==> src/kvft_pkg.sv <==
// shared types and character codes for the key/value frame table
`timescale 1ns / 1ps

package kvft_pkg;

    localparam int NAME_W     = 64;
    localparam int VALUE_W    = 32;
    localparam int BYTE_W     = 8;
    localparam int NAME_LEN_W = 4;
    localparam int SLOT_W     = 6;
    localparam int COUNT_W    = 7;

    localparam logic [BYTE_W-1:0] CHR_LBRACK = 8'h5B;
    localparam logic [BYTE_W-1:0] CHR_RBRACK = 8'h5D;
    localparam logic [BYTE_W-1:0] CHR_COLON  = 8'h3A;
    localparam logic [BYTE_W-1:0] CHR_SEMI   = 8'h3B;
    localparam logic [BYTE_W-1:0] CHR_ZERO   = 8'h30;
    localparam logic [BYTE_W-1:0] CHR_NUL    = 8'h00;

    // one record handed from the parser to the table engine
    typedef struct packed {
        logic [NAME_W-1:0]  name;
        logic [VALUE_W-1:0] value;
    } kvft_req_t;

    // one table entry as stored in the ram
    typedef struct packed {
        logic [VALUE_W-1:0] value;
        logic [NAME_W-1:0]  name;
    } kvft_entry_t;

endpackage

==> src/kvft_queue.sv <==
// two entry record queue between parser and table engine
`timescale 1ns / 1ps

module kvft_queue
    import kvft_pkg::*;
(
    input  logic      aclk,
    input  logic      aresetn,
    input  logic      push,
    input  kvft_req_t push_data,
    output logic      full,
    output logic      q_valid,
    input  logic      pop,
    output kvft_req_t q_data
);

    localparam int DEPTH = 2;
    localparam int CNT_W = 2;

    kvft_req_t        slots_reg [DEPTH];
    logic             wr_ptr_reg, wr_ptr_next;
    logic             rd_ptr_reg, rd_ptr_next;
    logic [CNT_W-1:0] fill_reg, fill_next;
    logic             do_push, do_pop;

    assign full    = (fill_reg == CNT_W'(DEPTH));
    assign q_valid = (fill_reg != '0);
    assign q_data  = slots_reg[rd_ptr_reg];
    assign do_push = push && !full;
    assign do_pop  = pop && q_valid;

    // pointer and fill bookkeeping
    always_comb begin
        wr_ptr_next = do_push ? !wr_ptr_reg : wr_ptr_reg;
        rd_ptr_next = do_pop ? !rd_ptr_reg : rd_ptr_reg;
        fill_next   = fill_reg;
        if (do_push && !do_pop) begin
            fill_next = fill_reg + CNT_W'(1);
        end else if (do_pop && !do_push) begin
            fill_next = fill_reg - CNT_W'(1);
        end
    end

    always_ff @(posedge aclk) begin
        if (!aresetn) begin
            wr_ptr_reg <= 1'b0;
            rd_ptr_reg <= 1'b0;
            fill_reg   <= '0;
        end else begin
            wr_ptr_reg <= wr_ptr_next;
            rd_ptr_reg <= rd_ptr_next;
            fill_reg   <= fill_next;
        end
    end

    // storage, no reset needed
    always_ff @(posedge aclk) begin
        if (do_push) begin
            slots_reg[wr_ptr_reg] <= push_data;
        end
    end

endmodule

==> config.mk <==
export PLATFORM = sky130hd
export DESIGN_NAME = kvft_queue
export DESIGN_NICKNAME = d
export VERILOG_FILES = /design/src/kvft_pkg.sv /design/src/kvft_queue.sv
export SDC_FILE = /design/constraint.sdc
export NUM_CORES = 1
export LEC_CHECK = 0
export ABC_AREA = 1
export BUFFER_PORTS_ARGS = -buffer_cell sky130_fd_sc_hd__buf_2
export CORE_ASPECT_RATIO = 1.25
export CORE_MARGIN = 5
export CORE_UTILIZATION = 55
export DETAILED_ROUTE_END_ITERATION = 8
export PLACE_DENSITY = 0.82
export SKIP_LAST_GASP = 1
export SLEW_MARGIN = 20
export SYNTH_ARGS = -nofsm -noshare
export SYNTH_HDL_FRONTEND = slang
export SYNTH_SLANG_ARGS = --single-unit
==> constraint.sdc <==
create_clock -name aclk -period 17 [get_ports aclk]
set_input_delay 4.25 -clock aclk [delete_from_list [all_inputs] [get_ports aclk]]
set_output_delay 4.25 -clock aclk [all_outputs]
set_load 0.005 [all_outputs]
==> flow_results.org, run 1 <==
** Final layout
- The register with the most flip-flops in the layout has 192 of them.
- Compared with the post-synthesis result, the final layout area differs by 22.2%.
- End-of-flow core utilization :: 0.684
- Net count, final :: 645
- Final cell count without fillers :: between 700 and 800
- Most frequent cells in the layout :: 197 x sky130_fd_sc_hd__buf_2, 192 x sky130_fd_sc_hd__edfxtp_1, 56 x sky130_fd_sc_hd__mux2_2
- The library cell used most frequently in the layout, excluding fill and tap cells, is sky130_fd_sc_hd__buf_2.
- Fraction of layout instances using a drive strength above 1 :: 0.585

** STA
- Setup repair after global routing left no endpoint under its margin.
- The worst pin sits at a relative slew slack of 0.280.
- In the finished design, the share of the clock period the worst path needs comes to 0.399.
- The smallest clock period supported by the final layout is computed as 6780 ps.
- Max Clk Rate :: between 100 and 150 MHz
- Setup violations remaining at the end of the flow were counted as 0.
- Pin slew with the least headroom to its limit :: between 1000 and 1500 ps
- The count of final max-slew check failures is 0.
- Between clock sinks in the finished design, the worst skew comes to 7.99 ps.
- Setup total negative slack on the finished layout was measured at 0 ps.
- The count of final hold-check violations was 0.

** Power and ir drop
- Summed over all cells, the static leakage comes to about 0.0035 µW.
- For this design the ratio of total power to cell area is 141 nW/µm².
- Peak supply drop :: 0.0967 mV

** Clock tree
- The number of clock buffers added by TritonCTS is 17.
- Number of buffers added to fix hold violations after cts :: 0
- Register clock-pin slew on the reported worst setup and hold paths :: 60 ps
- At the later pin of the worst-skew pair, clock insertion delay measures 410 ps.
- The clock tree synthesis step divided the H-tree into 4 levels.
- Counting every sink on the clock net gives 197.
- Resized cells post-CTS :: 0
- After clock tree synthesis, the setup repair step added 0 buffers.
- Buffer levels on the longest clock path :: 2
- The tree is rooted in a sky130_fd_sc_hd__clkbuf_16.
- TritonCTS built the clock tree.

** Flow run
- Max-cap violations in this run came to 0.

** Synthesis
- Synthesized netlist cell count :: 336
- Cell area after technology mapping :: around 7400 µm²
- Combinational family with the most area after synthesis :: multiplexers
- Synthesized netlist net count :: 437
- Of the total synthesized cell area, the portion taken by XOR and XNOR cells is 0.
- Average size of a mapped cell :: 21.9 µm²
- Number of library cell types mapped by synthesis :: 17
- The share of the synthesized area in compound gates (AO/OA/AOI/OAI) came to 0.00374.
- Of the total synthesized cell area, the portion taken by full adders, half adders and majority gates is 0.00170.
- The portion of synthesized area spent on multiplexers is 0.167.
- Yosys printed 0 warnings.
- After synthesis the netlist holds a flip-flop and latch count of 197.
- Part of the Yosys area used for sequential elements :: 0.796
- Of the total synthesized cell area, the portion taken by AND, OR, NAND and NOR gates is 0.00968.

** Place
- The congestion estimate from routability-driven global placement came to 0.734.
- IO buf count :: between 150 and 200
- After detailed placement, the design holds a cell count of 696.
- Half-perimeter wire length after detailed placement :: ~9 mm

** Worst setup path
- Worst path cell trace :: buf_4 -> mux2_2 -> buf_2
- Buffers & Inverters on Critical Path :: 2
- Crit-path max FO :: 67
- Data on the critical path is required at its endpoint by 12750 ps.
- Worst path slowest cell :: sky130_fd_sc_hd__buf_4
- Type of origin of the critical path :: flop
- Worst Path Class, Setup :: reg -> out
- On the worst path, the slowest cell contributes a delay of a little under 900 ps.
- CP arrival :: 2530 ps
- Grouping stages by cell kind, the critical path spends the most delay in buffers and inverters.
- STA classifies the critical path endpoint as an output port.

** Routing
- Post-DRT Antenna Nets :: 0
- Vias per Instance :: around 5.1
- First DRT Iteration DRCs :: 191
- The first detailed-routing pass took 4 iterations.
- Dividing the detail-routed wire length by the instance count gives 18.4 µm.
- Final wirelength :: 13.4 mm
- DRC viols :: 0
- The detailed router placed 3703 vias in this run.

** Floorplan
- For this configuration, the core starts out at a cell density of 0.559.
- The floorplan step set the die width to between 100 and 150 µm.
- Area of the die :: approximately 16000 µm²
- Number of rows in the core area :: 47
- For this design the top-level I/O count stands at 198.
- Std-Cell Core Area :: 13200 µm²
- Y dimension of the die :: approximately 140 µm

** Outcome
- Outcome :: completed

** Global routing
- Entering global routing, the biggest net connects 68 pins.
- Overall overflow remaining after global route :: 0
- The number of global-route vias before repair came to 3976.
- The first global-routing pass estimated ~21 mm of wire.
- Across every metal layer, demand over resource in global routing totals 0.173.
- Number of antenna violations at the first check in global routing :: 2

** Worst hold path
- Min-delay worst type :: reg -> reg
-- cells by family (layout without fill, tap and decap cells) --
family / after synthesis / after routing
muxes: 96 / 96
and+or+nand+nor: 18 / 18
buffers and inverters: 19 / 240
adders and majority gates: 1 / 1
other: 0 / 1
DFF: 197 / 197
AOI/OAI and AO/OA: 5 / 5
-- routing by layer --
metal | wire, µm | global-route usage | vias up
li1 | - | - | 1730
met1 | 5200 | 0.206 | 1786
met2 | 6930 | 0.296 | 163
met3 | 1100 | 0.0556 | 22
met4 | 192 | 0.0608 | 2
met5 | 7 | 0 | -
-- worst min-delay path, stage by stage, from the launching register on --
cell	delay, ps
sky130_fd_sc_hd__dfxtp_1	320
sky130_fd_sc_hd__nor2_1	60
sky130_fd_sc_hd__nor2_1	80
-- area by class of cell --
cell class                 count  area, µm²
antenna                        1       2.50
multi-input combinational    120       1360
clock buffer                  22        444
timing repair buffer         200       1010
tap                          171        214
inverter                       8       30.0
sequential                   197       5870
clock inverter                10       78.8
fill                         882       4170
-- synth_stat cells --
cell type,number,area (µm²)
sky130_fd_sc_hd__o21a_1,1,7.51
sky130_fd_sc_hd__buf_2,5,25.0
sky130_fd_sc_hd__nor2_1,9,33.8
sky130_fd_sc_hd__inv_1,8,30.0
sky130_fd_sc_hd__nand2_1,7,26.3
sky130_fd_sc_hd__nand3_1,1,5.00
sky130_fd_sc_hd__edfxtp_1,192,5770
sky130_fd_sc_hd__a21oi_1,1,5.00
sky130_fd_sc_hd__buf_8,1,15.0
sky130_fd_sc_hd__dfxtp_1,5,100
sky130_fd_sc_hd__ha_1,1,12.5
sky130_fd_sc_hd__buf_6,1,11.3
sky130_fd_sc_hd__nand4_1,1,6.26
sky130_fd_sc_hd__buf_12,4,80.1
sky130_fd_sc_hd__mux2_2,56,631
sky130_fd_sc_hd__o21ai_0,3,15.0
sky130_fd_sc_hd__mux2_4,40,601
-- through the flow --
stage	cell area, µm²	worst slack (ps)	power (µW)	hold WS [ps]
after floorplan	7370	8050	832	467
after global placement	8480	10350	920	477
after detailed placement	8480	10240	932	482
after CTS	9000	10160	1290	498
after global routing	9000	10050	1330	530
final	9000	10220	1270	494
-- power by group --
group / internal (µW) / switching [µW] / leakage (µW) / total [µW]
logic: 142 / 133 / 0.00137 / 275
clock network: 189 / 165 / 0.000247 / 354
registers: 615 / 24.0 / 0.00183 / 639
total: 947 / 322 / 0.00345 / 1270
-- worst paths after layout --
path	startpoint	end	slack, ps	cells after the start
worst min register to register	rd_ptr_reg$_SDFFE_PN0P_	flop	490	2
worst max-delay path	flop	q_data[0]	10220	3
worst min-delay path	rd_ptr_reg$_SDFFE_PN0P_	flop	490	2
worst max register to register	fill_reg[1]$_SDFFE_PN0P_	slots_reg[0][35]$_DFFE_PP_	14190	4
Power figures use the tool's default switching activity.
==> inputs of run 2 (changes only) <==
- CORE_UTILIZATION: 55 -> 52
- PLACE_DENSITY: 0.82 -> 0.78
- clock period: 17 -> 6.55 ns (I/O delays scaled with it)
==> run 2 against run 1 <==
Compared with the run above: clock-buffer cell count fell by 3; combinational power rose by 150%; sequential share of layout area fell by 0.49 points; worst setup slack got worse by 7900 ps; hold slack improved by 23 ps; cell area rose by 0.76%; non-clock buffer count rose by 1; global-route usage fell by 1.0 points; critical path type unchanged; critical endpoint is now q_data[15]; largest power group unchanged; highest routed layer unchanged.
==> flow_results.org, run 2 (synthesized netlist as in run 1, its figures left out) <==
** Outcome
- The run finished with clean final reports.

** Final layout
- The library cell used most frequently in the layout, excluding fill and tap cells, is sky130_fd_sc_hd__buf_2.
- Summing all flip-flop and latch instances after layout gives 5870 µm².
- Net count, final :: 646
- Of the cells placed in the final design, the portion with a size suffix greater than 1 is 0.588.
- Most frequent cells in the layout :: 197 x sky130_fd_sc_hd__buf_2, 192 x sky130_fd_sc_hd__edfxtp_1, 56 x sky130_fd_sc_hd__mux2_2
- Flip-flop count of the largest register, all copies and words added :: 192
- Multi-input combinational cell area :: 1360 µm²
- Layout overhead on the synthesized area :: 23.1%
- Fill cell instance count of the final layout :: 924

** Worst setup path
- STA puts the critical path data required time at 4910 ps.
- Type of element capturing the critical path :: output port
- Along the worst path, the maximum fanout reaches between 60 and 70.
- Type of origin of the critical path :: flop
- Data on the critical path arrives at its endpoint at roughly 2600 ps.
- The critical path is of the reg -> out type.

** Routing
- Routed wire length on met2 :: ~7.3 mm
- In this run the remaining antenna-violating nets after routing total 0.
- The first routing iteration left 149 violations.
- Vias per Instance :: 5.07
- Routed wire length per instance :: 18.5 µm
- Top Layer Used :: met5
- Pre-Repair DR Iteration Count :: 4
- Via count :: approximately 3700
- After detailed routing, the wire length on met1 is 5.02 mm.
- In the routed design, unresolved DRC markers number 0.
- Final wirelength :: between 10 and 15 mm
- DR WL met3 :: about 1.1 mm

** STA
- Setup total negative slack on the finished layout was measured at 0 ps.
- Setup violations remaining at the end of the flow were counted as 0.
- The count of final hold-check violations is 0.
- Pin slew with the least headroom to its limit :: 1030 ps
- The worst path meets setup with roughly 2300 ps of slack.
- Measured against its own limit, the worst slew margin works out to 0.314.
- Across the routed clock network, the largest skew measured is 15.0 ps.
- Pins Over Slew Limit :: 0
- For this run, the top clock speed supported by timing is 238 MHz.
- Dividing the final minimum period by the clock period gives 0.641.
- Post-route minimum period :: 4200 ps
- Setup repair after global routing left no endpoint under its margin.

** Global routing
- For this run, the total global-route usage over all layers was measured as 0.163.
- Number of antenna violations at the first check in global routing :: 2
- For this run the aggregate overflow at the end of global routing stands at 0.
- First-pass GRT wire length :: 20.3 mm
- Maximum number of pins on one net before global-route repair :: 77
- Number of global-route vias before repair :: ~4000

** Flow run
- Max_cap viols :: 0

** Clock tree
- The H-tree generated during clock tree synthesis spans 4 levels.
- Clock-pin slew was measured on the worst setup and hold paths at ~60 ps.
- Postcts setup bufs :: 0
- Clk Tree Root Cell :: sky130_fd_sc_hd__clkbuf_16
- TritonCTS built the clock tree.
- Number of sinks handled by clock tree synthesis :: 197
- After clock tree synthesis, the repair step resized 0 gates.
- Number of buffers inserted during clock tree synthesis :: 17
- Number of buffers added to fix hold violations after cts :: 0
- Clock insertion delay at the later pin of the skew report :: ~420 ps
- Buffer levels on the longest clock path :: 2

** Floorplan
- For this configuration, the core starts out at a cell density of 0.531.
- Y dimension of the die :: ~140 µm
- Area of the die :: 16700 µm²
- The total area inside the core boundary comes to around 14000 µm².
- 198 I/O pins were placed.
- Row generation in the floorplan step produced 48 rows.
- The floorplan step set the die width to 116 µm.

** Power and ir drop
- Power spread over the standard cell area amounts to between 300 and 400 nW/µm².
- For this design the static power due to leakage is 0.00349 µW.
- IR analysis of the VDD net gives a maximum drop of approximately 0.28 mV.

** Worst hold path
- The path class of the tightest hold or removal check is reg -> reg.

** Place
- IO buf count :: 197
- Before CTS, the worst setup slack after placement is 2630 ps.
- Half-perimeter wire length after detailed placement :: about 9.3 mm
- Routability-driven placement finished with a final weighted congestion of 0.744.
run 2: cell types whose count changed in the layout (fill, tap and decap cells not counted):
cell,before,now
sky130_fd_sc_hd__buf_4,3,4
sky130_fd_sc_hd__bufinv_16,0,2
sky130_fd_sc_hd__clkbuf_1,5,2
sky130_fd_sc_hd__clkinv_1,0,2
sky130_fd_sc_hd__clkinv_2,2,0
sky130_fd_sc_hd__clkinvlp_4,3,2
sky130_fd_sc_hd__inv_6,3,5
run 2: final timing paths:
check	from	endpoint	slack, ps	depth (start not counted)
setup / recovery	flop	q_data[15]	2350	3
hold / removal	rd_ptr_reg$_SDFFE_PN0P_	flop	520	2
setup reg to reg	fill_reg[1]$_SDFFE_PN0P_	slots_reg[0][93]$_DFFE_PP_	3880	4
hold reg to reg	rd_ptr_reg$_SDFFE_PN0P_	flop	520	2
run 2: layout make-up:
type                       count  share of cell area
antenna                        1            0.000276
tap                          175              0.0241
clock buffer                  19              0.0477
clock inverter                13              0.0161
sequential                   197               0.647
inverter                       8             0.00331
multi-input combinational    120               0.150
timing repair buffer         201               0.112
run 2: where the power goes:
part / leakage, µW / switching [µW] / internal, µW
logic: 0.00138 / 316 / 369
clock network: 0.000276 / 443 / 570
registers: 0.00183 / 92.5 / 1600
run 2: through the flow:
step / area (µm²) / instances / hold WS, ps / total power [µW] / util
after floorplan: 7370 / 336 / 467 / 2160 / -
after global placement: 8490 / 701 / 479 / 2380 / 0.612
after detailed placement: 8490 / 701 / 487 / 2420 / 0.612
after CTS: 9070 / 733 / 515 / 3430 / 0.654
after global routing: 9070 / 734 / 548 / 3550 / 0.654
final: 9070 / 734 / 517 / 3390 / 0.654
run 2: critical path: stages (launching register included):
cell,delay [ps]
sky130_fd_sc_hd__dfxtp_4,980
sky130_fd_sc_hd__buf_4,610
sky130_fd_sc_hd__mux2_2,400
sky130_fd_sc_hd__buf_2,130
run 2: layer usage:
layer  up-vias  track usage
li1       1734            -
met1      1824        0.189
met2       141        0.281
met3        19       0.0572
met4         2       0.0550
met5         -            0
