**config.mk**
```make
export PLATFORM = sky130hd
export DESIGN_NAME = kvft_front
export DESIGN_NICKNAME = d
export VERILOG_FILES = /design/src/kvft_pkg.sv /design/src/kvft_front.sv
export SDC_FILE = /design/constraint.sdc
export NUM_CORES = 1
export LEC_CHECK = 0
export ABC_AREA = 1
export ABC_CLOCK_PERIOD_IN_PS = 4040
export BUFFER_PORTS_ARGS = -buffer_cell sky130_fd_sc_hd__buf_2
export CELL_PAD_IN_SITES_DETAIL_PLACEMENT = 1
export CELL_PAD_IN_SITES_GLOBAL_PLACEMENT = 1
export CORE_ASPECT_RATIO = 0.6
export CORE_MARGIN = 10
export CORE_UTILIZATION = 39
export DETAILED_ROUTE_END_ITERATION = 12
export HOLD_SLACK_MARGIN = 0.06
export PLACE_DENSITY = 0.74
export SETUP_SLACK_MARGIN = 0.2
export SLEW_MARGIN = 10
export SYNTH_ARGS = -nofsm -noshare
export SYNTH_HDL_FRONTEND = slang
export SYNTH_SLANG_ARGS = --single-unit
```
**constraint.sdc**
```tcl
create_clock -name aclk -period 4.04 [get_ports aclk]
set_clock_uncertainty 0.2 [all_clocks]
set_input_delay 0.404 -clock aclk [delete_from_list [all_inputs] [get_ports aclk]]
set_output_delay 0.404 -clock aclk [all_outputs]
set_load 0.02 [all_outputs]
```
**src/kvft_pkg.sv**
```systemverilog
// shared types and character codes for the key/value frame table
`timescale 1ns / 1ps

package kvft_pkg;

    localparam int NAME_W     = 64;
    localparam int VALUE_W    = 32;
    localparam int BYTE_W     = 8;
    localparam int NAME_LEN_W = 4;
    localparam int SLOT_W     = 6;
    localparam int COUNT_W    = 7;

    localparam logic [BYTE_W-1:0] CHR_LBRACK = 8'h5B;
    localparam logic [BYTE_W-1:0] CHR_RBRACK = 8'h5D;
    localparam logic [BYTE_W-1:0] CHR_COLON  = 8'h3A;
    localparam logic [BYTE_W-1:0] CHR_SEMI   = 8'h3B;
    localparam logic [BYTE_W-1:0] CHR_ZERO   = 8'h30;
    localparam logic [BYTE_W-1:0] CHR_NUL    = 8'h00;

    // one record handed from the parser to the table engine
    typedef struct packed {
        logic [NAME_W-1:0]  name;
        logic [VALUE_W-1:0] value;
    } kvft_req_t;

    // one table entry as stored in the ram
    typedef struct packed {
        logic [VALUE_W-1:0] value;
        logic [NAME_W-1:0]  name;
    } kvft_entry_t;

endpackage

```
**src/kvft_front.sv**
```systemverilog
// frame parser: collects names and values, emits a record at each semicolon inside a frame
`timescale 1ns / 1ps

module kvft_front
    import kvft_pkg::*;
#(
    parameter int NAME_CHARS = 8
) (
    input  logic              aclk,
    input  logic              aresetn,
    input  logic              s_valid,
    output logic              s_ready,
    input  logic [BYTE_W-1:0] s_rx_byte,
    output logic              push,
    output kvft_req_t         push_data,
    input  logic              q_full
);

    typedef enum logic [1:0] {
        MODE_OUTSIDE,
        MODE_NAME,
        MODE_VALUE
    } mode_t;

    mode_t                 mode_reg, mode_next;
    logic [NAME_W-1:0]     name_accum_reg, name_accum_next;
    logic [NAME_LEN_W-1:0] name_len_reg, name_len_next;
    logic [NAME_W-1:0]     captured_reg, captured_next;
    logic [VALUE_W-1:0]    value_reg, value_next;
    logic                  accept;

    assign s_ready = !q_full;
    assign accept  = s_valid && s_ready;

    assign push_data.name  = captured_reg;
    assign push_data.value = value_reg;

    // byte classification and parse state update
    always_comb begin
        mode_next       = mode_reg;
        name_accum_next = name_accum_reg;
        name_len_next   = name_len_reg;
        captured_next   = captured_reg;
        value_next      = value_reg;
        push            = 1'b0;
        if (accept) begin
            case (mode_reg)
                MODE_OUTSIDE: begin
                    if (s_rx_byte == CHR_LBRACK) begin
                        mode_next       = MODE_NAME;
                        name_accum_next = '0;
                        name_len_next   = '0;
                        captured_next   = '0;
                        value_next      = '0;
                    end
                end
                MODE_NAME, MODE_VALUE: begin
                    if (s_rx_byte == CHR_LBRACK) begin
                        // restart the frame, partial record is lost
                        mode_next       = MODE_NAME;
                        name_accum_next = '0;
                        name_len_next   = '0;
                        captured_next   = '0;
                        value_next      = '0;
                    end else if (s_rx_byte == CHR_RBRACK) begin
                        mode_next = MODE_OUTSIDE;
                    end else if (s_rx_byte == CHR_COLON) begin
                        captured_next   = name_accum_reg;
                        name_accum_next = '0;
                        name_len_next   = '0;
                        mode_next       = MODE_VALUE;
                    end else if (s_rx_byte == CHR_SEMI) begin
                        // commit; name bytes already collected carry over
                        push       = 1'b1;
                        value_next = '0;
                        mode_next  = MODE_NAME;
                    end else if (s_rx_byte == CHR_NUL) begin
                        mode_next = mode_reg;
                    end else if (mode_reg == MODE_VALUE) begin
                        value_next = value_reg * 32'd10 + {24'd0, s_rx_byte}
                                     - {24'd0, CHR_ZERO};
                    end else if (name_len_reg < NAME_LEN_W'(NAME_CHARS)) begin
                        name_accum_next[name_len_reg[2:0]*BYTE_W +: BYTE_W] = s_rx_byte;
                        name_len_next = name_len_reg + NAME_LEN_W'(1);
                    end
                end
                default: begin
                    mode_next = MODE_OUTSIDE;
                end
            endcase
        end
    end

    // parse state registers
    always_ff @(posedge aclk) begin
        if (!aresetn) begin
            mode_reg       <= MODE_OUTSIDE;
            name_accum_reg <= '0;
            name_len_reg   <= '0;
            captured_reg   <= '0;
            value_reg      <= '0;
        end else begin
            mode_reg       <= mode_next;
            name_accum_reg <= name_accum_next;
            name_len_reg   <= name_len_next;
            captured_reg   <= captured_next;
            value_reg      <= value_next;
        end
    end

endmodule

```
==> results of run 1 <==
## cells in the final DEF, fill, tap and decap left out, drive strengths merged, types with 10 or more instances in the layout
| cell | count |
|---|---|
| xnor2 | 13 |
| a21oi | 222 |
| nor4 | 10 |
| nand4 | 15 |
| xor2 | 16 |
| nand3 | 72 |
| or2 | 12 |
| clkbuf | 19 |
| dfxtp | 166 |
| nor2 | 89 |
| inv | 137 |
| o21ai | 94 |
| nand2 | 432 |
| nor3 | 21 |
| buf | 300 |
| ha | 98 |
## synthesized netlist by cell type (4+ instances only)
cell type | count | area [µm²]
dfxtp_1 | 166 | 3320
inv_1 | 122 | 458
nand2_1 | 432 | 1620
nor4_1 | 7 | 43.8
inv_2 | 9 | 33.8
nor3_4 | 5 | 81.3
buf_2 | 10 | 50.1
o21bai_1 | 7 | 52.6
clkbuf_1 | 35 | 131
nor2_2 | 12 | 75.1
xor2_1 | 16 | 140
o21ai_0 | 92 | 460
nand4_1 | 13 | 81.3
buf_4 | 4 | 30.0
xnor2_1 | 13 | 114
or2_2 | 12 | 75.1
a31oi_1 | 4 | 25.0
nand3_1 | 70 | 350
ha_1 | 98 | 1230
nor2_1 | 76 | 285
o21a_1 | 5 | 37.5
a21oi_1 | 221 | 1110
nor3_1 | 15 | 75.1
## where the power goes
part	internal, W	leakage, nW	switching [W]	total (W)
registers	0.00162	1.35	0.000000197	0.00163
clock network	0.000821	0.261	0.000802	0.00162
logic	0.0000735	4.99	0.000150	0.000224
## final timing paths
check,endpoint
hold / removal,name_accum_reg[7]
hold reg to reg,name_accum_reg[40]
setup reg to reg,value_reg[24]
setup / recovery,value_reg[24]
## per-layer routing
layer	global-route usage, %	part of all wire [%]	up-vias
li1	-	-	5489
met1	33.2	42	5956
met3	7.47	7.5	183
met4	9.56	4.9	0
met5	0	0	-
met2	41.0	46	577
## tightest hold or removal path: cells and delay by family
family | cells | cell delay [ns]
AOI/OAI and AO/OA | 1 | 0.05
and+or+nand+nor | 1 | 0.09
buffers and inverters | 1 | 0.18
## through the flow
step,std cells,hold WS (ns)
floorplan,1486,0.237
global placement,2051,0.249
detailed placement,2051,0.256
CTS,2098,0.0908
global route,2119,0.0979
finish,2119,0.114
## area by class of cell
class | count | area [µm²]
Clock buffer | 19 | 443
Clock inverter | 13 | 114
Fill cell | 3144 | 10700
Inverter | 131 | 494
Multi-Input combinational cell | 1138 | 8030
Sequential cell | 166 | 3390
Tap cell | 352 | 440
Timing Repair Buffer | 300 | 2060
## kinds of logic after synthesis
| kind of cell | share of synthesized area, % |
|---|---|
| xor gates and xnor gates | 2.47 |
| DFF | 32.3 |
| adders and majority gates | 12.3 |
| AOI/OAI and AO/OA | 18.1 |
| and+or+nand+nor | 27.9 |
| buffers and inverters | 6.97 |
## timing repair
| item | CTS | global route |
|---|---|---|
| pin swaps | 55 | 43 |
| endpoints found under the setup margin | 22 | 23 |
| gates resized for setup | 210 | 132 |
| setup buffers | 15 | 21 |
==> impl_metrics.xml, run 1 <==
<?xml version="1.0" encoding="UTF-8"?>
<metrics>
  <group name="floorplanning">
    <metric name="starting_density" unit="%">40.2</metric>
    <metric name="floorplan.rows" unit="">45</metric>
    <metric name="die_width" unit="µm">230</metric>
    <metric name="design.portCount" unit="">110</metric>
    <metric name="chipHeight" unit="µm">146</metric>
    <metric name="core-area" unit="µm²">25600</metric>
    <metric name="die_area" unit="µm²">33500</metric>
  </group>
  <group name="final_layout">
    <metric name="final_nets" unit="">1866</metric>
    <metric name="drive_gt1_share" unit="%">36.1</metric>
    <metric name="areaGrowthSynthToFinish" unit="%">45.3</metric>
    <metric name="fin_util" unit="%">58.4</metric>
    <metric name="final_area" unit="µm²">15000</metric>
    <metric name="antenna_cells" unit="">0</metric>
  </group>
  <group name="critical_path">
    <metric name="reg2reg_from" unit="">value_reg[3]</metric>
    <metric name="worstPathRequired" unit="ns">4.15</metric>
    <metric name="critical_path_buf_inv_count" unit="">3</metric>
    <metric name="critical_path.slowest_cell" unit="">dfxtp_4</metric>
    <metric name="slowest_delay" unit="ns">0.39</metric>
    <metric name="cell_by_cell_listing_of_the_critical_path" unit="">ha_4 &gt; ha_4 &gt; fa_2 &gt; buf_4 &gt; nand3_2 &gt; nand3_4 &gt; buf_12 &gt; xor2_4 &gt; inv_1 &gt; ha_4 &gt; nand2_2 &gt; o21ai_1 &gt; a21oi_2 &gt; nand3_2 &gt; nand4_1 &gt; nand3_2 &gt; or2_2 &gt; nand3_1 &gt; a21oi_1</metric>
    <metric name="crit_path_end_kind" unit="">flop</metric>
    <metric name="worst_setup_path_startpoint" unit="">value_reg[3]</metric>
    <metric name="path_max_fanout" unit="">5</metric>
    <metric name="crit_path_start_kind" unit="">flop</metric>
    <metric name="regToRegSetupSlack" unit="ns">-0.14</metric>
    <metric name="critPathArrivalTime" unit="ns">4.28</metric>
    <metric name="worst_path_dominant_cell_family" unit="">simple AND/OR/NAND/NOR gates</metric>
    <metric name="reg2reg_depth" unit="">19</metric>
    <metric name="cp_num_cells" unit="">19</metric>
    <metric name="setup.worst_path.class" unit="">reg -&gt; reg</metric>
  </group>
  <group name="clock_tree">
    <metric name="tritoncts.num_buffers" unit="">17</metric>
    <metric name="cts-htree-levels" unit="">4</metric>
    <metric name="ctsRootBufferMaster" unit="">clkbuf_16</metric>
    <metric name="clock_insertion_delay_worst_skew" unit="ns">0.46</metric>
    <metric name="clkSlewWorstSetupHoldPaths" unit="ns">0.07</metric>
    <metric name="postCtsHoldBufs" unit="">0</metric>
    <metric name="clock_sink_count" unit="">166</metric>
    <metric name="clock_path_buffers" unit="">2</metric>
    <metric name="tritoncts_clock_tree" unit="">yes</metric>
  </group>
  <group name="synth">
    <metric name="asyncSetResetFlopFracSynth" unit="%">0</metric>
    <metric name="syn-num-nets" unit="">1598</metric>
    <metric name="synth_edf_count" unit="">0</metric>
    <metric name="ys_seq_area_share" unit="%">32.3</metric>
    <metric name="synthesis.area" unit="µm²">10300</metric>
    <metric name="ys_types" unit="">50</metric>
    <metric name="postSynthAreaPerCell" unit="µm²">6.93</metric>
    <metric name="ys_dominant_reg_cell" unit="">dfxtp_1</metric>
    <metric name="synth_cells" unit="">1486</metric>
    <metric name="yosys_warning_count" unit="">0</metric>
    <metric name="synth-seq-cells" unit="">166</metric>
  </group>
  <group name="place">
    <metric name="numPortBuffers" unit="">109</metric>
    <metric name="routabilityCongestion" unit="">0.945</metric>
    <metric name="pre_cts_slack" unit="ns">-0.524</metric>
    <metric name="place_hpwl" unit="mm">30.0</metric>
    <metric name="post_dp_cell_area" unit="µm²">12300</metric>
  </group>
  <group name="power_and_ir_drop">
    <metric name="power.density_cell_area" unit="nW/µm²">232</metric>
    <metric name="totalPowerFinal" unit="W">0.00347</metric>
    <metric name="max-vdd-ir-drop" unit="mV">0.294</metric>
    <metric name="p_leak" unit="nW">6.60</metric>
  </group>
  <group name="sta">
    <metric name="final.period_utilization" unit="%">103</metric>
    <metric name="maxSlewHeadroom" unit="%">42.3</metric>
    <metric name="finalCriticalPeriod" unit="ns">4.18</metric>
    <metric name="final_hold_viol_count" unit="">0</metric>
    <metric name="timing_worst_slew_pin_value" unit="ns">0.866</metric>
    <metric name="setup_ws" unit="ns">-0.136</metric>
    <metric name="finalSetupTns" unit="ns">-1.12</metric>
    <metric name="setup_violations" unit="">14</metric>
    <metric name="finalMaxSlewViolations" unit="">0</metric>
    <metric name="rsz0062_at_grt" unit="">true</metric>
    <metric name="fmax" unit="MHz">239</metric>
  </group>
  <group name="min_path">
    <metric name="holdPathStages" unit="">3</metric>
    <metric name="min_path_type" unit="">in -&gt; reg</metric>
    <metric name="worstHoldStart" unit="">s_rx_byte[7]</metric>
  </group>
  <group name="status">
    <metric name="failed_checks" unit="">negative setup slack</metric>
    <metric name="run_status" unit="">finished with violations</metric>
  </group>
  <group name="global_route">
    <metric name="globalRoute.totalOverflow" unit="">0</metric>
    <metric name="global_route_wire_length_before_repair" unit="mm">70.3</metric>
    <metric name="maximum_number_of_pins_on_one_net_before_global_route_repair" unit="">84</metric>
    <metric name="antenna_found_initial" unit="">0</metric>
    <metric name="global_route.usage.total" unit="%">26.1</metric>
    <metric name="first_global_vias" unit="">12441</metric>
  </group>
  <group name="detailed_routing">
    <metric name="detailed_route_wl" unit="mm">50.5</metric>
    <metric name="number_of_vias_per_cell" unit="">5.76</metric>
    <metric name="drt_iter0_drcs" unit="">1079</metric>
    <metric name="avgRoutedWirePerCell" unit="µm">23.8</metric>
    <metric name="drt-pass1-iter-count" unit="">5</metric>
    <metric name="ant_nets" unit="">0</metric>
    <metric name="dr_total_vias" unit="">12205</metric>
    <metric name="route.detailed.drc" unit="">0</metric>
  </group>
  <group name="job">
    <metric name="max-cap-violations" unit="">0</metric>
  </group>
</metrics>
Note: power is estimated with default switching activity, not from simulation.
==> run 2, diff against run 1 <==
--- a/config.mk
+++ b/config.mk
@@ -6,16 +6,16 @@
 export NUM_CORES = 1
 export LEC_CHECK = 0
 export ABC_AREA = 1
-export ABC_CLOCK_PERIOD_IN_PS = 4040
+export ABC_CLOCK_PERIOD_IN_PS = 4200
 export BUFFER_PORTS_ARGS = -buffer_cell sky130_fd_sc_hd__buf_2
 export CELL_PAD_IN_SITES_DETAIL_PLACEMENT = 1
 export CELL_PAD_IN_SITES_GLOBAL_PLACEMENT = 1
 export CORE_ASPECT_RATIO = 0.6
 export CORE_MARGIN = 10
-export CORE_UTILIZATION = 39
+export CORE_UTILIZATION = 43
 export DETAILED_ROUTE_END_ITERATION = 12
 export HOLD_SLACK_MARGIN = 0.06
-export PLACE_DENSITY = 0.74
+export PLACE_DENSITY = 0.78
 export SETUP_SLACK_MARGIN = 0.2
 export SLEW_MARGIN = 10
 export SYNTH_ARGS = -nofsm -noshare
==> constraint.sdc (replaced) <==
create_clock -name aclk -period 4.2 [get_ports aclk]
set_clock_uncertainty 0.2 [all_clocks]
set_input_delay 0.42 -clock aclk [delete_from_list [all_inputs] [get_ports aclk]]
set_output_delay 0.42 -clock aclk [all_outputs]
set_load 0.02 [all_outputs]
==> run 2 against run 1 <==
  * The run still ends with negative setup slack left
  * Sequential power decreased by 4%
  * Clock power increased by 3%
  * Maximum frequency decreased by 3.1%
  * Global-route usage decreased by 1.2 points
  * First-iteration DRC count increased by 3.1%
  * Non-clock buffer count decreased by 55
  * Combinational power decreased by 24%
  * Hold slack improved by 0.041 ns
  * Critical path depth increased by 4
  * Count of clock-buffer cells in the layout decreased by 2
  * Total power decreased by 1.9%
  * Final cell count decreased by 4.3%
  * Critical endpoint is now value_reg[30]
==> impl_metrics.xml, run 2 (synthesis results as in run 1) <==
<?xml version="1.0" encoding="UTF-8"?>
<metrics>
  <group name="min_path">
    <metric name="worstHoldStart" unit="">s_rx_byte[7]</metric>
    <metric name="hold-path-endpoint" unit="">name_accum_reg[7]</metric>
    <metric name="min_path_type" unit="">in -&gt; reg</metric>
    <metric name="holdPathStages" unit="">3</metric>
  </group>
  <group name="critical_path">
    <metric name="slowest_delay" unit="ns">0.37</metric>
    <metric name="critPathArrivalTime" unit="ns">4.41</metric>
    <metric name="critical_path_buf_inv_count" unit="">2</metric>
    <metric name="reg2reg_from" unit="">value_reg[11]</metric>
    <metric name="crit_path_start_kind" unit="">flop</metric>
    <metric name="worstPathRequired" unit="ns">4.30</metric>
    <metric name="critical_path.slowest_cell" unit="">dfxtp_4</metric>
    <metric name="cell_by_cell_listing_of_the_critical_path" unit="">ha_4 &gt; ha_4 &gt; nand2_2 &gt; nor2_4 &gt; nand2_1 &gt; nand2_2 &gt; a31oi_4 &gt; o311ai_2 &gt; xnor2_1 &gt; inv_1 &gt; ha_4 &gt; nand2_4 &gt; buf_6 &gt; nor4_4 &gt; nand3_1 &gt; nand3_2 &gt; nand3_2 &gt; nand2_4 &gt; nand2_2 &gt; nand2_1 &gt; nand2_1 &gt; nand3_2 &gt; a21oi_2</metric>
    <metric name="path_max_fanout" unit="">4</metric>
    <metric name="regToRegSetupSlack" unit="ns">-0.11</metric>
    <metric name="reg2reg_depth" unit="">23</metric>
    <metric name="timing.rr.end" unit="">value_reg[30]</metric>
    <metric name="setup.worst_path.class" unit="">reg -&gt; reg</metric>
    <metric name="crit_path_end_kind" unit="">flop</metric>
    <metric name="worst_path_dominant_cell_family" unit="">simple AND/OR/NAND/NOR gates</metric>
  </group>
  <group name="sta">
    <metric name="finalMaxSlewViolations" unit="">0</metric>
    <metric name="setup_ws" unit="ns">-0.111</metric>
    <metric name="timing_worst_slew_pin_value" unit="ns">0.948</metric>
    <metric name="maxSlewHeadroom" unit="%">36.8</metric>
    <metric name="fmax" unit="MHz">232</metric>
    <metric name="finalCriticalPeriod" unit="ns">4.31</metric>
    <metric name="setup_violations" unit="">8</metric>
    <metric name="rsz0062_at_grt" unit="">true</metric>
    <metric name="finalSetupTns" unit="ns">-0.654</metric>
    <metric name="final_hold_viol_count" unit="">0</metric>
    <metric name="holdWs" unit="ns">0.155</metric>
    <metric name="final.period_utilization" unit="%">103</metric>
  </group>
  <group name="clock_tree">
    <metric name="tritoncts_clock_tree" unit="">yes</metric>
    <metric name="postCtsHoldBufs" unit="">0</metric>
    <metric name="clock_sink_count" unit="">166</metric>
    <metric name="clock_path_buffers" unit="">2</metric>
    <metric name="tritoncts.num_buffers" unit="">17</metric>
    <metric name="ctsRootBufferMaster" unit="">clkbuf_16</metric>
    <metric name="cts-htree-levels" unit="">4</metric>
    <metric name="clock_insertion_delay_worst_skew" unit="ns">0.46</metric>
    <metric name="clkSlewWorstSetupHoldPaths" unit="ns">0.08</metric>
  </group>
  <group name="global_route">
    <metric name="global_route.usage.total" unit="%">24.9</metric>
    <metric name="globalRoute.totalOverflow" unit="">0</metric>
    <metric name="first_global_vias" unit="">11402</metric>
    <metric name="maximum_number_of_pins_on_one_net_before_global_route_repair" unit="">79</metric>
    <metric name="global_route_wire_length_before_repair" unit="mm">62.1</metric>
    <metric name="antenna_found_initial" unit="">1</metric>
  </group>
  <group name="power_and_ir_drop">
    <metric name="max-vdd-ir-drop" unit="mV">0.293</metric>
    <metric name="p_leak" unit="nW">6.37</metric>
    <metric name="power.density_cell_area" unit="nW/µm²">234</metric>
  </group>
  <group name="status">
    <metric name="run_status" unit="">finished with violations</metric>
    <metric name="failed_checks" unit="">negative setup slack</metric>
  </group>
  <group name="place">
    <metric name="routabilityCongestion" unit="">0.934</metric>
    <metric name="numPortBuffers" unit="">109</metric>
    <metric name="cell_count_after_placement" unit="">1958</metric>
    <metric name="place_hpwl" unit="mm">28.8</metric>
    <metric name="pre_cts_slack" unit="ns">-0.296</metric>
  </group>
  <group name="final_layout">
    <metric name="register_area" unit="µm²">3380</metric>
    <metric name="antenna_cells" unit="">0</metric>
    <metric name="final_nets" unit="">1811</metric>
    <metric name="fillers" unit="">2828</metric>
    <metric name="layout.cells.most_common" unit="">nand2_1</metric>
    <metric name="drive_gt1_share" unit="%">34.1</metric>
    <metric name="areaGrowthSynthToFinish" unit="%">41.1</metric>
    <metric name="post_layout_nonfiller_instances" unit="">2027</metric>
    <metric name="layout_common_cells" unit="">376 x nand2_1, 188 x a21oi_1, 147 x dfxtp_1</metric>
    <metric name="area_occupied_by_multi_input_gates" unit="µm²">8010</metric>
  </group>
  <group name="floorplanning">
    <metric name="design.portCount" unit="">110</metric>
    <metric name="core-area" unit="µm²">23300</metric>
    <metric name="chipHeight" unit="µm">140</metric>
    <metric name="floorplan.rows" unit="">43</metric>
    <metric name="die_area" unit="µm²">30700</metric>
    <metric name="starting_density" unit="%">44.1</metric>
    <metric name="die_width" unit="µm">220</metric>
  </group>
  <group name="detailed_routing">
    <metric name="drt_iter0_drcs" unit="">1112</metric>
    <metric name="dr_total_vias" unit="">12183</metric>
    <metric name="number_of_vias_per_cell" unit="">6.01</metric>
    <metric name="detailed_route_wl" unit="mm">49.2</metric>
    <metric name="ant_nets" unit="">0</metric>
    <metric name="avgRoutedWirePerCell" unit="µm">24.3</metric>
    <metric name="route.detailed.drc" unit="">0</metric>
    <metric name="drt-pass1-iter-count" unit="">6</metric>
  </group>
  <group name="job">
    <metric name="max-cap-violations" unit="">0</metric>
  </group>
</metrics>
==> run 2: cell types whose count changed in the layout (fill, tap and decap cells not counted), moves of 7 or more <==
cell,previous run,this run
a21oi_1,179,188
o21ai_0,75,82
buf_4,180,122
nand2_1,387,376
nand2_4,9,16
a21oi_2,35,25
==> run 2: how the worst max path moves through the flow <==
stage	start	endpoint	slack (ns)	depth (start not counted)
2_1_floorplan	value_reg[1]	value_reg[30]	0.29	21
3_3_place_gp	value_reg[15]	value_reg[31]	-0.11	19
3_5_place_dp	value_reg[3]	value_reg[26]	-0.30	19
4_1_cts	value_reg[4]	value_reg[27]	0.10	23
5_1_grt	value_reg[11]	value_reg[30]	-0.24	23
6_report	value_reg[11]	value_reg[30]	-0.11	23
==> run 2: stage by stage <==
stage	area [µm²]	power [W]	util (%)
after CTS	13000	0.00337	55.9
after detailed placement	11800	0.00174	50.5
after global placement	11800	0.00174	50.5
after floorplan	10300	0.00169	-
final	14500	0.00340	62.3
after global routing	14500	0.00348	62.3
==> run 2: routing by layer <==
layer  vias up  wire, µm  track usage (%)
met4         2      2240             5.74
met5         -        14                0
met3       208      4100             5.08
li1       5379         -                -
met1      5982     20200             34.5
met2       612     22700             38.7
==> run 2: report_power, final <==
group | switching (W) | total (W) | internal, W
combinational | 0.000124 | 0.000171 | 0.0000471
sequential | 0.000000198 | 0.00156 | 0.00156
clock | 0.000815 | 0.00167 | 0.000855
==> run 2: layout make-up <==
class	instances	area share [%]
Inverter	131	3.43
Clock buffer	17	2.93
Clock inverter	15	1.20
Tap cell	315	2.71
Timing Repair Buffer	245	11.4
Multi-Input combinational cell	1138	55.1
Sequential cell	166	23.2
==> run 2: worst min-delay path: stages <==
cell and delay (ns):
buf_2 0.19, nand2_1 0.09, a21oi_1 0.05
==> run 2: timing repair <==
item                                   CTS  global route
endpoints found under the hold margin    0             0
pin swaps                               23            97
setup endpoints to repair               17            20
setup buffers                            6            31
resized for setup                      108           245
==> run 3, diff against run 2 <==
==> constraint.sdc (replaced) <==
create_clock -name aclk -period 4.2 [get_ports aclk]
set_clock_uncertainty 0.2 [all_clocks]
set_input_delay 1.26 -clock aclk [delete_from_list [all_inputs] [get_ports aclk]]
set_output_delay 1.26 -clock aclk [all_outputs]
set_load 0.02 [all_outputs]
==> run 3 against run 2 <==
  * The flow still finishes with violations (negative setup slack)
  * Combinational power is 5% higher
  * Critical path depth shrank 2
  * Register-to-register slack improved by 0.02 ns
  * Non-clock buffer count up 4
  * Worst setup slack better by 0.015 ns
  * Critical path type unchanged
  * Critical endpoint is now value_reg[28]
==> impl_metrics.xml, run 3 (synthesis results as in run 1) <==
<?xml version="1.0" encoding="UTF-8"?>
<metrics>
  <group name="floorplanning">
    <metric name="die_area" unit="µm²">30700</metric>
    <metric name="core-area" unit="µm²">23300</metric>
    <metric name="design.portCount" unit="">110</metric>
    <metric name="floorplan.rows" unit="">43</metric>
    <metric name="die_width" unit="µm">220</metric>
    <metric name="chipHeight" unit="µm">140</metric>
    <metric name="starting_density" unit="%">44.1</metric>
  </group>
  <group name="critical_path">
    <metric name="setup.worst_path.class" unit="">reg -&gt; reg</metric>
    <metric name="cp_num_cells" unit="">21</metric>
    <metric name="worstPathRequired" unit="ns">4.39</metric>
    <metric name="critical_path_buf_inv_count" unit="">1</metric>
    <metric name="critPathArrivalTime" unit="ns">4.49</metric>
    <metric name="slowest_delay" unit="ns">0.44</metric>
    <metric name="critical_path.slowest_cell" unit="">ha_1</metric>
    <metric name="reg2reg_from" unit="">value_reg[3]</metric>
    <metric name="worst_path_most_repeated_cell" unit="">nand2_1</metric>
    <metric name="regToRegSetupSlack" unit="ns">-0.1</metric>
    <metric name="path_max_fanout" unit="">6</metric>
    <metric name="crit_path_end_kind" unit="">flop</metric>
    <metric name="timing.rr.end" unit="">value_reg[28]</metric>
    <metric name="reg2reg_depth" unit="">21</metric>
    <metric name="worst_setup_path_startpoint" unit="">value_reg[3]</metric>
    <metric name="worst_path_dominant_cell_family" unit="">simple AND/OR/NAND/NOR gates</metric>
    <metric name="crit_path_start_kind" unit="">flop</metric>
    <metric name="cell_by_cell_listing_of_the_critical_path" unit="">ha_4 &gt; ha_4 &gt; nand3_1 &gt; nand3_4 &gt; nand2_1 &gt; nand2_1 &gt; xor2_2 &gt; inv_1 &gt; ha_1 &gt; nand2_2 &gt; nor2_2 &gt; nand2_1 &gt; o211ai_1 &gt; nand2_1 &gt; nand3_2 &gt; nand4_1 &gt; nand3_2 &gt; nand2_1 &gt; nand3_1 &gt; nand3_1 &gt; a21oi_1</metric>
  </group>
  <group name="power_and_ir_drop">
    <metric name="power_switching_share" unit="%">26.7</metric>
    <metric name="power.density_cell_area" unit="nW/µm²">237</metric>
    <metric name="p_seq_share" unit="%">45.4</metric>
    <metric name="share_clk_of_total_power" unit="%">49.4</metric>
    <metric name="p_leak" unit="nW">6.45</metric>
    <metric name="max-vdd-ir-drop" unit="mV">0.261</metric>
    <metric name="p_int" unit="W">0.00252</metric>
    <metric name="combPwrFrac" unit="%">5.2</metric>
    <metric name="switching_power" unit="W">0.000917</metric>
  </group>
  <group name="status">
    <metric name="failed_checks" unit="">negative setup slack</metric>
    <metric name="run_status" unit="">finished with violations</metric>
  </group>
  <group name="clock_tree">
    <metric name="postCtsHoldBufs" unit="">0</metric>
    <metric name="tritoncts_clock_tree" unit="">yes</metric>
    <metric name="ctsRootBufferMaster" unit="">clkbuf_16</metric>
    <metric name="clock_insertion_delay_worst_skew" unit="ns">0.45</metric>
    <metric name="clkSlewWorstSetupHoldPaths" unit="ns">0.08</metric>
    <metric name="clock_sink_count" unit="">166</metric>
    <metric name="tritoncts.num_buffers" unit="">17</metric>
    <metric name="cts-htree-levels" unit="">4</metric>
    <metric name="clock_path_buffers" unit="">2</metric>
  </group>
  <group name="sta">
    <metric name="setup_violations" unit="">6</metric>
    <metric name="holdWs" unit="ns">0.263</metric>
    <metric name="fmax" unit="MHz">233</metric>
    <metric name="finalCriticalPeriod" unit="ns">4.30</metric>
    <metric name="maxSlewHeadroom" unit="%">56.8</metric>
    <metric name="final_hold_viol_count" unit="">0</metric>
    <metric name="rsz0062_at_grt" unit="">true</metric>
    <metric name="setup_ws" unit="ns">-0.0953</metric>
    <metric name="finalMaxSlewViolations" unit="">0</metric>
    <metric name="final.period_utilization" unit="%">102</metric>
    <metric name="finalSetupTns" unit="ns">-0.337</metric>
    <metric name="timing_worst_slew_pin_value" unit="ns">0.647</metric>
  </group>
  <group name="job">
    <metric name="max-cap-violations" unit="">0</metric>
  </group>
  <group name="final_layout">
    <metric name="drive_gt1_share" unit="%">34.1</metric>
    <metric name="layout_common_cells" unit="">370 x nand2_1, 188 x a21oi_1, 147 x dfxtp_1</metric>
    <metric name="layout.cells.most_common" unit="">nand2_1</metric>
    <metric name="areaGrowthSynthToFinish" unit="%">41.1</metric>
    <metric name="final_nets" unit="">1815</metric>
    <metric name="final_area" unit="µm²">14500</metric>
  </group>
  <group name="detailed_routing">
    <metric name="avgRoutedWirePerCell" unit="µm">24.3</metric>
    <metric name="route.detailed.drc" unit="">0</metric>
    <metric name="detailed_route_wl" unit="mm">49.3</metric>
    <metric name="number_of_vias_per_cell" unit="">5.99</metric>
    <metric name="drt-pass1-iter-count" unit="">5</metric>
    <metric name="ant_nets" unit="">0</metric>
    <metric name="dr_total_vias" unit="">12180</metric>
    <metric name="drt_iter0_drcs" unit="">1029</metric>
  </group>
  <group name="min_path">
    <metric name="min_path_type" unit="">reg -&gt; reg</metric>
    <metric name="worstHoldStart" unit="">name_accum_reg[5]</metric>
    <metric name="hold-path-endpoint" unit="">name_accum_reg[5]</metric>
    <metric name="holdPathStages" unit="">2</metric>
  </group>
  <group name="place">
    <metric name="routabilityCongestion" unit="">0.976</metric>
    <metric name="numPortBuffers" unit="">109</metric>
    <metric name="place_hpwl" unit="mm">30.1</metric>
    <metric name="post_dp_cell_area" unit="µm²">11900</metric>
  </group>
  <group name="global_route">
    <metric name="global_route_wire_length_before_repair" unit="mm">62.8</metric>
    <metric name="first_global_vias" unit="">11584</metric>
    <metric name="globalRoute.totalOverflow" unit="">0</metric>
    <metric name="maximum_number_of_pins_on_one_net_before_global_route_repair" unit="">66</metric>
    <metric name="global_route.usage.total" unit="%">25.3</metric>
    <metric name="antenna_found_initial" unit="">3</metric>
  </group>
</metrics>
[run 3: worst max path at each step]
stage	to	slack (ns)
6_report	value_reg[28]	-0.1
5_1_grt	value_reg[10]	-0.33
4_1_cts	value_reg[31]	0.17
3_5_place_dp	value_reg[31]	-0.21
3_3_place_gp	value_reg[31]	-0.06
2_1_floorplan	value_reg[30]	0.29
[run 3: area by class of cell]
cell class              count  area [µm²]
inverters                 131         494
flip-flops and latches    166        3390
clock inverters            14         185
repair buffers            249        1670
multi-input cells        1138        7970
diodes                      2        5.00
fillers                  2891        8810
clock buffers              18         429
well taps                 315         394
[run 3: power by group through the flow]
stage	Combinational, W	Clock, W	Sequential, W
after detailed placement	0.000140	0	0.00161
after global routing	0.000186	0.00177	0.00156
after floorplan	0.0000776	0	0.00161
after global placement	0.000137	0	0.00161
final	0.000179	0.00170	0.00156
after CTS	0.000148	0.00170	0.00157
[run 3: stage by stage]
stage	instances	power, W	setup WS [ns]	util (%)
after floorplan	1486	0.00169	0.287	-
after global placement	1972	0.00175	-0.0575	51.0
after detailed placement	1972	0.00175	-0.208	51.0
after CTS	2013	0.00342	0.170	56.4
after global routing	2031	0.00352	-0.331	62.2
final	2033	0.00344	-0.0953	62.2
[run 3: per-layer routing]
| layer | vias to the layer above | routed length [µm] | GRT usage (%) |
|---|---|---|---|
| met5 | - | 16 | 0 |
| met4 | 2 | 2450 | 5.71 |
| met3 | 216 | 3960 | 6.92 |
| met2 | 560 | 22600 | 38.3 |
| met1 | 6004 | 20300 | 34.8 |
| li1 | 5398 | - | - |
[run 3: repair_timing]
item	CTS	global route
setup endpoints to repair	19	20
endpoints found under the hold margin	0	0
pin swaps	26	73
buffers inserted	9	18
gates resized for setup	117	230
[run 3: worst min-delay path: stages, from the launching register on]
cell and delay, ns:
dfxtp_1 0.31, nand2_1 0.06, a21oi_1 0.05
